## src/hdl/chtb_ram.sv

```systemverilog
`timescale 1ns / 1ps
// Generic simple dual-port RAM with one write port and a registered read port.
// No dependencies; a read of the address being written returns the old word.
module chtb_ram #(
    parameter int WIDTH = 8,
    parameter int DEPTH = 16
) (
    input  logic                                  clk,
    input  logic                                  we,
    input  logic [(DEPTH > 1 ? $clog2(DEPTH) : 1)-1:0] waddr,
    input  logic [WIDTH-1:0]                      wdata,
    input  logic [(DEPTH > 1 ? $clog2(DEPTH) : 1)-1:0] raddr,
    output logic [WIDTH-1:0]                      rdata
);

    logic [WIDTH-1:0] mem_reg [DEPTH];
    logic [WIDTH-1:0] rdata_reg;

    always_ff @(posedge clk)
    begin
        if (we)
        begin
            mem_reg[waddr] <= wdata;
        end
        rdata_reg <= mem_reg[raddr];
    end

    assign rdata = rdata_reg;

endmodule

```

## config.mk

```make
export PLATFORM = sky130hd
export DESIGN_NAME = chtb_ram
export DESIGN_NICKNAME = d
export VERILOG_FILES = /design/src/hdl/chtb_ram.sv
export SDC_FILE = /design/constraint.sdc
export NUM_CORES = 1
export LEC_CHECK = 0
export BUFFER_PORTS_ARGS = -buffer_cell sky130_fd_sc_hd__buf_2
export CAP_MARGIN = 20
export CORE_UTILIZATION = 60
export CTS_CLUSTER_SIZE = 16
export DETAILED_ROUTE_END_ITERATION = 10
export GPL_TIMING_DRIVEN = 0
export MAX_ROUTING_LAYER = met4
export PLACE_DENSITY = 0.78
export SYNTH_ARGS = -nofsm -noshare
export SYNTH_HDL_FRONTEND = slang
export SYNTH_SLANG_ARGS = --single-unit
```

## constraint.sdc

```tcl
create_clock -name clk -period 2.1 [get_ports clk]
set_input_delay 0.315 -clock clk [delete_from_list [all_inputs] [get_ports clk]]
set_output_delay 0.315 -clock clk [all_outputs]
set_load 0.05 [all_outputs]
```

# Word level (Yosys, flattened, before mapping)
# Memories as Yosys holds them, arrays and structs flattened. A register that Yosys moved wholly into a read port is not among the register bits.
# Index checks and enable logic that the tools add are counted.
dict set report totals {
  ff_bits 0
  ramBits 128
  input_bits 18
  mem_count 1
}
dict set report classes {
  mux 2
}
# name depth word_bits rd rd_clocked_by_memory_dff write_ports line
set memory_table {}
lappend memory_table {mem_reg 16 8 1 1 1 16} ;# logic [WIDTH-1:0] mem_reg [DEPTH];
# cell n
set ops {}
lappend ops {{1-bit 2-to-1 mux} 2}

# Depth between registers and ports, before layout
# Gate-level depths: netlist (run 1).
dict set report depth {
  word_depth 2
  depth_mapped 5
  ltp_nobuf 3
}

# Worst setup path before layout (run 1)
# Ideal clock, no wire load.
dict set report synth_path {
  path_kind {input to register}
  from {in waddr[2] (netlist bit)}
  to {mem mem_reg[0][0] (enable)}
  setup_ns 0.383
  arrival_ns 1.425
  t_required_ns 1.717
  setup_slack_ns 0.292
  cell_stages 2
  path_cell_list {or3b_2 nor3_1}
}
# item line
set synth_rtl {}
lappend synth_rtl {{from (decl)} 10} ;# input logic [(DEPTH > 1 ? $clog2(DEPTH) : 1)-1:0] waddr,
lappend synth_rtl {{to (decl)} 16}
# No word-level cell before the write port.

# Final worst setup path (run 1)
dict set report layout_path {
  from {in waddr[2] (netlist bit)}
  to {mem mem_reg[3][2] (enable)}
}
# No word-level cell before the write port.

==> impl_metrics.ini, run 1 <==
[global_routing]
grt_usage_pct = 25.8
antenna_found_initial = 0
grt_max_degree = 17
grt-ovfl-total = 0
grt_pass1_vias = 2385
grt_pass1_wl_um = 14700

[die]
die_y_um = 94.6
pin_count = 26
die_w_um = 94.6
start_util_pct = 62.3
core_area_mm2 = 0.00826
dieArea_mm2 = 0.00895
row_count = 33

[layout]
nets = 294
insertedDiodeCount = 0
area_delta_synth_final_pct = 16.2
stdcell_count = 394
fin_area_mm2 = 0.00598
drive_gt1_share_pct = 29.8
layout_commonest_cell = edfxtp_1
largest_reg_flops = 128
mostFrequentLayoutCells = 128 x edfxtp_1, 30 x buf_2, 18 x mux4_2, 16 x a22oi_1, 16 x clkbuf_16

[sta]
fmax_ghz = 0.692
min_period_ns = 1.45
setup_viol = 0
final-hold-violation-count = 0
rsz0062_at_grt = no
finalClockSkew_ns = 0.00761
finalWorstSetupSlack_ns = 0.654
max_slew_margin_pct = 44.7
worstMarginPinSlew_ns = 0.827
post-route-period-util_pct = 68.9
drv_slew = 0

[critical_path]
cp.arrival_ns = 1.59
timing_worst_setup_path_type = primary input to register
ff2ff_setup_slack_ns = 0.71
end_kind = register
reg2regPathDepth = 3
critical_path.reg2reg.startpoint = mem_reg[5][3]
start_kind = primary input
crit_required_ns = 2.24
rr_endpoint = rdata[3]
path_max_fanout = 8

[power_and_ir_drop]
p_switching_w = 0.00131
netSwitchingFraction_pct = 21.3
combPwrFrac_pct = 5.6
power_density_mw_per_mm2 = 1030
intPower_w = 0.00487
clkPwrFrac_pct = 45.1
leakage_nw = 2.03
ir_worst_vdd_mv = 0.619
total_power_w = 0.00618
pwr-share-seq_pct = 49.3

[route]
drtAntennaViolNets = 0
drt-initial-drc-count = 299
route.detailed.drc = 0
viasPerCell = 6.27
totalWireLength_um = 9790
vias = 2469
routedWlPerCell_um = 24.8
firstDrtPassIters = 4

[flow_run]
maxCapViolCount = 0

[placed_design]
dp.cells = 362
dp_hpwl_um = 5930
portBuffers = 24
routabilityCongestion = 0.719
placed_area_mm2 = 0.00542
pre_cts_ws_ns = 0.113

[synthesis]
yosysSeqAreaShare_pct = 77.8
syn-num-nets = 247
synth_warnings = 0
syn_area_mm2 = 0.00515
yosysUniqueCellTypes = 19
synth_seq_cells = 136
synthCells = 229
synth_area_per_cell_um2 = 22.5

[clock_network]
cts_buffer_depth = 2
htree_num_levels = 4
cts_sinks = 136
clk_pin_slew_ns = 0.06
cts-root-buf = clkbuf_8
clkLatencyLatePin_ns = 0.52
numCtsBuffers = 17
cts_tree = built
post_cts_buffers = 0
postCtsHoldBufs = 0
cts_resized = 0

[hold_path]
hold_class = primary input to register
worstHoldPathCells = 1
hold_path_startpoint = wdata[0]
min_to = mem_reg[3][0]

[run_status]
status = completed
==> how the worst max path moves through the flow <==
stage / from / end / slack, ns / cells past startpoint
finish: waddr[2] / mem_reg[3][2] / 0.65 / 3
global route: waddr[2] / mem_reg[2][1] / 0.59 / 3
CTS: waddr[2] / mem_reg[3][2] / 0.66 / 3
detailed placement: waddr[2] / mem_reg[3][7] / 0.11 / 3
global placement: waddr[2] / mem_reg[0][7] / -0.24 / 3
floorplan: waddr[2] / mem_reg[0][0] / 0.29 / 2
==> metrics by stage <==
stage / hold slack [ns] / TNS [ns] / util, %
after floorplan: 0.414 / 0 / -
after global placement: 0.669 / -1.92 / 65.4
after detailed placement: 0.681 / 0 / 65.7
after CTS: 0.185 / 0 / 72.5
after global routing: 0.188 / 0 / 72.5
final: 0.202 / 0 / 72.5
==> layout make-up <==
class                           instances  area, um^2
Sequential cell                       136        4000
Fill cell                             463        2270
Multi-Input combinational cell         83        1060
Clock buffer                           20         435
Timing Repair Buffer                   28         143
Tap cell                              105         131
Clock inverter                         12         126
Buffer                                 10        86.3
==> worst max-delay path, cell delays in order <==
cell and delay (ns):
buf_2 0.11, or3b_2 0.53, nor2_1 0.62
==> cell families (layout without fill, tap and decap cells) <==
family | count (synthesis) | after routing | share of synthesized area, %
flip-flops | 136 | 136 | 77.8
AND/OR/NAND/NOR | 35 | 35 | 3.18
multiplexers | 32 | 32 | 15.0
AO/OA/AOI/OAI | 16 | 16 | 2.33
buffers and inverters | 10 | 70 | 1.68
==> synthesized netlist by cell type <==
cell type	n	share of area [%]
nor2b_1	1	0.12
buf_4	1	0.15
and2_1	1	0.12
mux4_1	14	7.1
nand3_1	1	0.097
nand2b_1	2	0.24
edfxtp_1	128	75
or3b_2	1	0.17
nor2_1	13	0.95
mux4_2	18	7.9
dfxtp_1	8	3.1
nand2_1	9	0.66
nand3b_1	2	0.29
a22oi_1	16	2.3
nor3_1	4	0.39
buf_6	3	0.66
buf_2	3	0.29
clkdlybuf4s25_2	3	0.58
and2b_1	1	0.15
==> metal layers <==
| metal | up-vias | track usage [%] | wire (um) |
|---|---|---|---|
| met5 | - | - | 0 |
| met4 | 0 | 8.96 | 125 |
| met3 | 13 | 6.68 | 788 |
| met2 | 113 | 36.2 | 4740 |
| met1 | 1270 | 37.4 | 4140 |
| li1 | 1073 | - | - |
==> power by group through the flow <==
stage | Combinational [W] | Clock, W | Sequential, W
2_1_floorplan | 0.000154 | 0 | 0.00317
3_3_place_gp | 0.000336 | 0 | 0.00310
3_5_place_dp | 0.000346 | 0 | 0.00311
4_1_cts | 0.000350 | 0.00280 | 0.00305
5_1_grt | 0.000370 | 0.00294 | 0.00306
6_report | 0.000348 | 0.00279 | 0.00305
No activity file was read; power rests on OpenSTA's default activity.
==> run 2, diff against run 1 <==
==> constraint.sdc (replaced) <==
create_clock -name clk -period 1.5 [get_ports clk]
set_input_delay 0.225 -clock clk [delete_from_list [all_inputs] [get_ports clk]]
set_output_delay 0.225 -clock clk [all_outputs]
set_load 0.05 [all_outputs]
==> run 2 against run 1 <==
Effect of this change: count of clock-buffer cells in the layout down 2; wire length increased by 2.1%; clock skew is essentially flat; non-clock buffer count shrank 1; critical path depth unchanged; critical path type is now register to register; highest routed layer unchanged.
==> impl_metrics.ini, run 2 (synthesis gave the netlist of run 1 again) <==
[run_status]
status = completed

[global_routing]
grt_pass1_vias = 2403
grt_pass1_wl_um = 14600
grt_usage_pct = 25.7
grt_max_degree = 17
grt-ovfl-total = 0
antenna_found_initial = 0

[die]
row_count = 33
core_area_mm2 = 0.00826
pin_count = 26
start_util_pct = 62.3
die_y_um = 94.6
dieArea_mm2 = 0.00895
die_w_um = 94.6

[clock_network]
cts_resized = 0
post_cts_buffers = 0
cts_buffer_depth = 2
clkLatencyLatePin_ns = 0.52
postCtsHoldBufs = 0
htree_num_levels = 4
cts_tree = built
cts_sinks = 136
cts-root-buf = clkbuf_8
clk_pin_slew_ns = 0.06
numCtsBuffers = 17

[layout]
nets = 293
area_delta_synth_final_pct = 17.6
drive_gt1_share_pct = 30.7
mostFrequentLayoutCells = 128 x edfxtp_1, 28 x buf_2, 18 x mux4_2, 16 x a22oi_1, 16 x clkbuf_16
largest_reg_flops = 128
fin_area_mm2 = 0.00605
insertedDiodeCount = 0
num-fill-cells = 457
layout_commonest_cell = edfxtp_1

[route]
route.detailed.drc = 0
wl_met1_um = 3990
viasPerCell = 6.49
wl_met2_um = 4990
drt-initial-drc-count = 243
drtAntennaViolNets = 0
totalWireLength_um = 10000
top_layer_used = met4
dr_wl_met3_um = 796
firstDrtPassIters = 5
vias = 2544
routedWlPerCell_um = 25.5

[placed_design]
dp_hpwl_um = 6070
placed_area_mm2 = 0.00542
portBuffers = 24
routabilityCongestion = 0.743
pre_cts_ws_ns = -0.388

[critical_path]
ff2ff_setup_slack_ns = 0.09
end_kind = register
rr_endpoint = rdata[2]
crit_required_ns = 1.90
path_cells = mux4_1 > a22oi_1 > nand2_1
cpMaxStageDelayCell = mux4_1
path_max_fanout = 1
crit_path_max_incr_delay_ns = 0.58
reg2regPathDepth = 3
timing_worst_setup_path_type = register to register
critical_path.reg2reg.startpoint = mem_reg[5][2]
cp.arrival_ns = 1.81
start_kind = register

[hold_path]
min_to = mem_reg[6][6]
worstHoldPathCells = 1
hold_path_startpoint = wdata[6]
hold_class = primary input to register

[power_and_ir_drop]
leakage_nw = 2.06
ir_worst_vdd_mv = 1.01
power_density_mw_per_mm2 = 1510

[sta]
setup_viol = 0
drv_slew = 0
finalWorstSetupSlack_ns = 0.0949
worstMarginPinSlew_ns = 0.790
fmax_ghz = 0.712
finalClockSkew_ns = 0.00759
rsz0062_at_grt = no
final-hold-violation-count = 0
min_period_ns = 1.41
post-route-period-util_pct = 93.7
max_slew_margin_pct = 47.2

[flow_run]
maxCapViolCount = 0
run 2: report_power, final:
group	internal, W	total (W)	switching (W)
logic	0.000171	0.000493	0.000322
registers	0.00425	0.00427	0.0000216
clock network	0.00289	0.00439	0.00150
run 2: per-stage QoR:
step                hold slack (ns)  total power, W  instances  utilization, %  TNS [ns]
global placement              0.620         0.00481        358            65.4    -26.94
finish                        0.115         0.00915        392            73.3         0
CTS                           0.100         0.00918        392            73.3         0
global route                  0.106         0.00938        392            73.3         0
floorplan                     0.324         0.00465        229               -         0
detailed placement            0.629         0.00484        361            65.7    -22.20
run 2: worst max-delay path: cells and delay by family, from the launching register on:
kind               cells  cell delay, ns
and+or+nand+nor        1            0.08
muxes                  1            0.58
AOI/OAI and AO/OA      1            0.27
DFF                    1            0.36
run 2: worst max path at each step:
stage / start / to / cells past startpoint
floorplan: waddr[2] / mem_reg[3][0] / 2
global placement: waddr[2] / mem_reg[8][3] / 3
detailed placement: waddr[2] / mem_reg[2][2] / 3
CTS: mem_reg[5][2] / rdata[2] / 3
global route: mem_reg[9][4] / rdata[4] / 3
finish: mem_reg[5][2] / rdata[2] / 3
run 2: per-layer routing:
| metal | global-route usage (%) | vias to the layer above |
|---|---|---|
| li1 | - | 1075 |
| met1 | 34.8 | 1316 |
| met2 | 38.2 | 130 |
| met3 | 6.68 | 23 |
| met4 | 9.47 | 0 |
| met5 | - | - |
run 2: layout make-up:
class                           instances  area (um^2)  area share [%]
Buffer                                 10         86.3            1.43
Multi-Input combinational cell         83         1060            17.5
Clock inverter                         13          201            3.33
Clock buffer                           18          428            7.07
Sequential cell                       136         4000            66.1
Timing Repair Buffer                   27          140            2.31
Tap cell                              105          131            2.17
==> run 3, diff against run 2 <==
--- a/config.mk
+++ b/config.mk
@@ -7,12 +7,12 @@
 export LEC_CHECK = 0
 export BUFFER_PORTS_ARGS = -buffer_cell sky130_fd_sc_hd__buf_2
 export CAP_MARGIN = 20
-export CORE_UTILIZATION = 60
+export CORE_UTILIZATION = 54
 export CTS_CLUSTER_SIZE = 16
 export DETAILED_ROUTE_END_ITERATION = 10
 export GPL_TIMING_DRIVEN = 0
 export MAX_ROUTING_LAYER = met4
-export PLACE_DENSITY = 0.78
+export PLACE_DENSITY = 0.72
 export SYNTH_ARGS = -nofsm -noshare
 export SYNTH_HDL_FRONTEND = slang
 export SYNTH_SLANG_ARGS = --single-unit
==> run 3 against run 2 <==
Effect of this change: combinational power fell by 1%; worst hold slack worse by 0.011 ns; critical path type unchanged; highest routed layer unchanged; sequential share of layout area is 0.58 points higher.
==> impl_metrics.ini, run 3 (synthesis gave the netlist of run 1 again) <==
[run_status]
status = completed

[critical_path]
worst-path-buf-inv = 0
path_cells = mux4_1 > a22oi_1 > nand2_1
path_max_fanout = 1
ff2ff_setup_slack_ns = 0.07
cp.arrival_ns = 1.83
timing_worst_setup_path_type = register to register
end_kind = register
cp_top_family = multiplexers
crit_path_max_incr_delay_ns = 0.56
critical_path.reg2reg.startpoint = mem_reg[5][0]
startpoint = mem_reg[5][0]
cpMaxStageDelayCell = mux4_1
crit_required_ns = 1.90
start_kind = register

[placed_design]
portBuffers = 24
placed_area_mm2 = 0.00545
routabilityCongestion = 0.737
dp_hpwl_um = 5960

[clock_network]
clk_pin_slew_ns = 0.06
clkLatencyLatePin_ns = 0.52
cts_resized = 0
numCtsBuffers = 17
cts_sinks = 136
cts_buffer_depth = 2
postCtsHoldBufs = 0
cts-root-buf = clkbuf_8
htree_num_levels = 4
post_cts_buffers = 0
cts_tree = built

[die]
die_y_um = 99.6
die_w_um = 99.6
core_area_mm2 = 0.00924
pin_count = 26
start_util_pct = 55.7
dieArea_mm2 = 0.00993
row_count = 35

[sta]
post-route-period-util_pct = 95.5
setup_viol = 0
rsz0062_at_grt = no
min_period_ns = 1.43
finalClockSkew_ns = 0.00856
finalSetupTns_ns = 0
worstMarginPinSlew_ns = 0.837
fmax_ghz = 0.698
drv_slew = 0
max_slew_margin_pct = 44.0
final-hold-violation-count = 0

[global_routing]
grt_pass1_vias = 2421
antenna_found_initial = 0
grt_max_degree = 17
grt_usage_pct = 22.5
grt_pass1_wl_um = 14300
grt-ovfl-total = 0

[route]
viasPerCell = 5.69
drt-initial-drc-count = 278
totalWireLength_um = 9700
routedWlPerCell_um = 23.3
firstDrtPassIters = 4
vias = 2373
route.detailed.drc = 0
drtAntennaViolNets = 0

[layout]
area_delta_synth_final_pct = 16.6
largest_reg_flops = 128
num-fill-cells = 623
mostFrequentLayoutCells = 128 x edfxtp_1, 28 x buf_2, 18 x mux4_2, 16 x a22oi_1, 16 x clkbuf_16
fin_area_mm2 = 0.00600
insertedDiodeCount = 0
drive_gt1_share_pct = 30.6
nets = 293
layout_commonest_cell = edfxtp_1

[power_and_ir_drop]
p_switching_w = 0.00191
combPwrFrac_pct = 5.7
pwr-share-seq_pct = 50.0
power_density_mw_per_mm2 = 1420
netSwitchingFraction_pct = 22.4
ir_worst_vdd_mv = 0.730
clkPwrFrac_pct = 44.3
intPower_w = 0.00662
leakage_nw = 2.01

[hold_path]
hold_class = primary input to register
hold_path_startpoint = wdata[6]

[flow_run]
maxCapViolCount = 0
## run 3: cell types whose count changed in the layout (fill, tap and decap cells not counted)
| cell | change |
|---|---|
| bufinv_16 | -4 |
| clkinv_4 | +4 |
| clkinvlp_4 | +3 |
| clkinv_2 | -2 |
| clkbuf_1 | +1 |
| clkbuf_8 | -1 |
## run 3: worst register-to-register path: cells and delay by family (launching register included)
family           cells  cell delay (ns)
AO/OA/AOI/OAI        1             0.29
flip-flops           1             0.37
AND/OR/NAND/NOR      1             0.10
multiplexers         1             0.56
## run 3: metrics by stage
stage	setup WS, ns	cells	hold WS (ns)	util [%]	power (W)
2_1_floorplan	0.00885	229	0.324	-	0.00465
3_3_place_gp	-0.474	382	0.618	58.8	0.00482
3_5_place_dp	-0.418	385	0.640	59.0	0.00484
4_1_cts	0.0688	417	0.0875	64.9	0.00857
5_1_grt	0.0257	417	0.0964	64.9	0.00874
6_report	0.0668	417	0.105	64.9	0.00853
## run 3: power groups by stage
stage          registers [W]  clock network [W]  logic [W]
2_1_floorplan        0.00443                  0   0.000216
3_3_place_gp         0.00434                  0   0.000475
3_5_place_dp         0.00435                  0   0.000488
4_1_cts              0.00427            0.00381   0.000492
5_1_grt              0.00428            0.00395   0.000516
6_report             0.00427            0.00378   0.000487
## run 3: metal layers
metal / vias up / track usage, % / share of wire [%]
met5: - / - / 0
met4: 0 / 10.2 / 1.1
met3: 9 / 6.89 / 6.7
met2: 77 / 34.3 / 51
met1: 1220 / 28.1 / 41
li1: 1067 / - / -
## run 3: area by class of cell
cell class                      count  area [um^2]  area share [%]
Sequential cell                   136         4000            66.7
Multi-Input combinational cell     83         1060            17.7
Clock buffer                       18          418            6.96
Tap cell                          129          161            2.69
Timing Repair Buffer               27          140            2.34
Clock inverter                     14          129            2.15
Buffer                             10         86.3            1.44
## run 3: final timing paths
path / endpoint / depth (start not counted)
setup / recovery: rdata[0] / 3
hold / removal: mem_reg[12][6] / 1
hold reg to reg: rdata[1] / 3
setup reg to reg: rdata[0] / 3
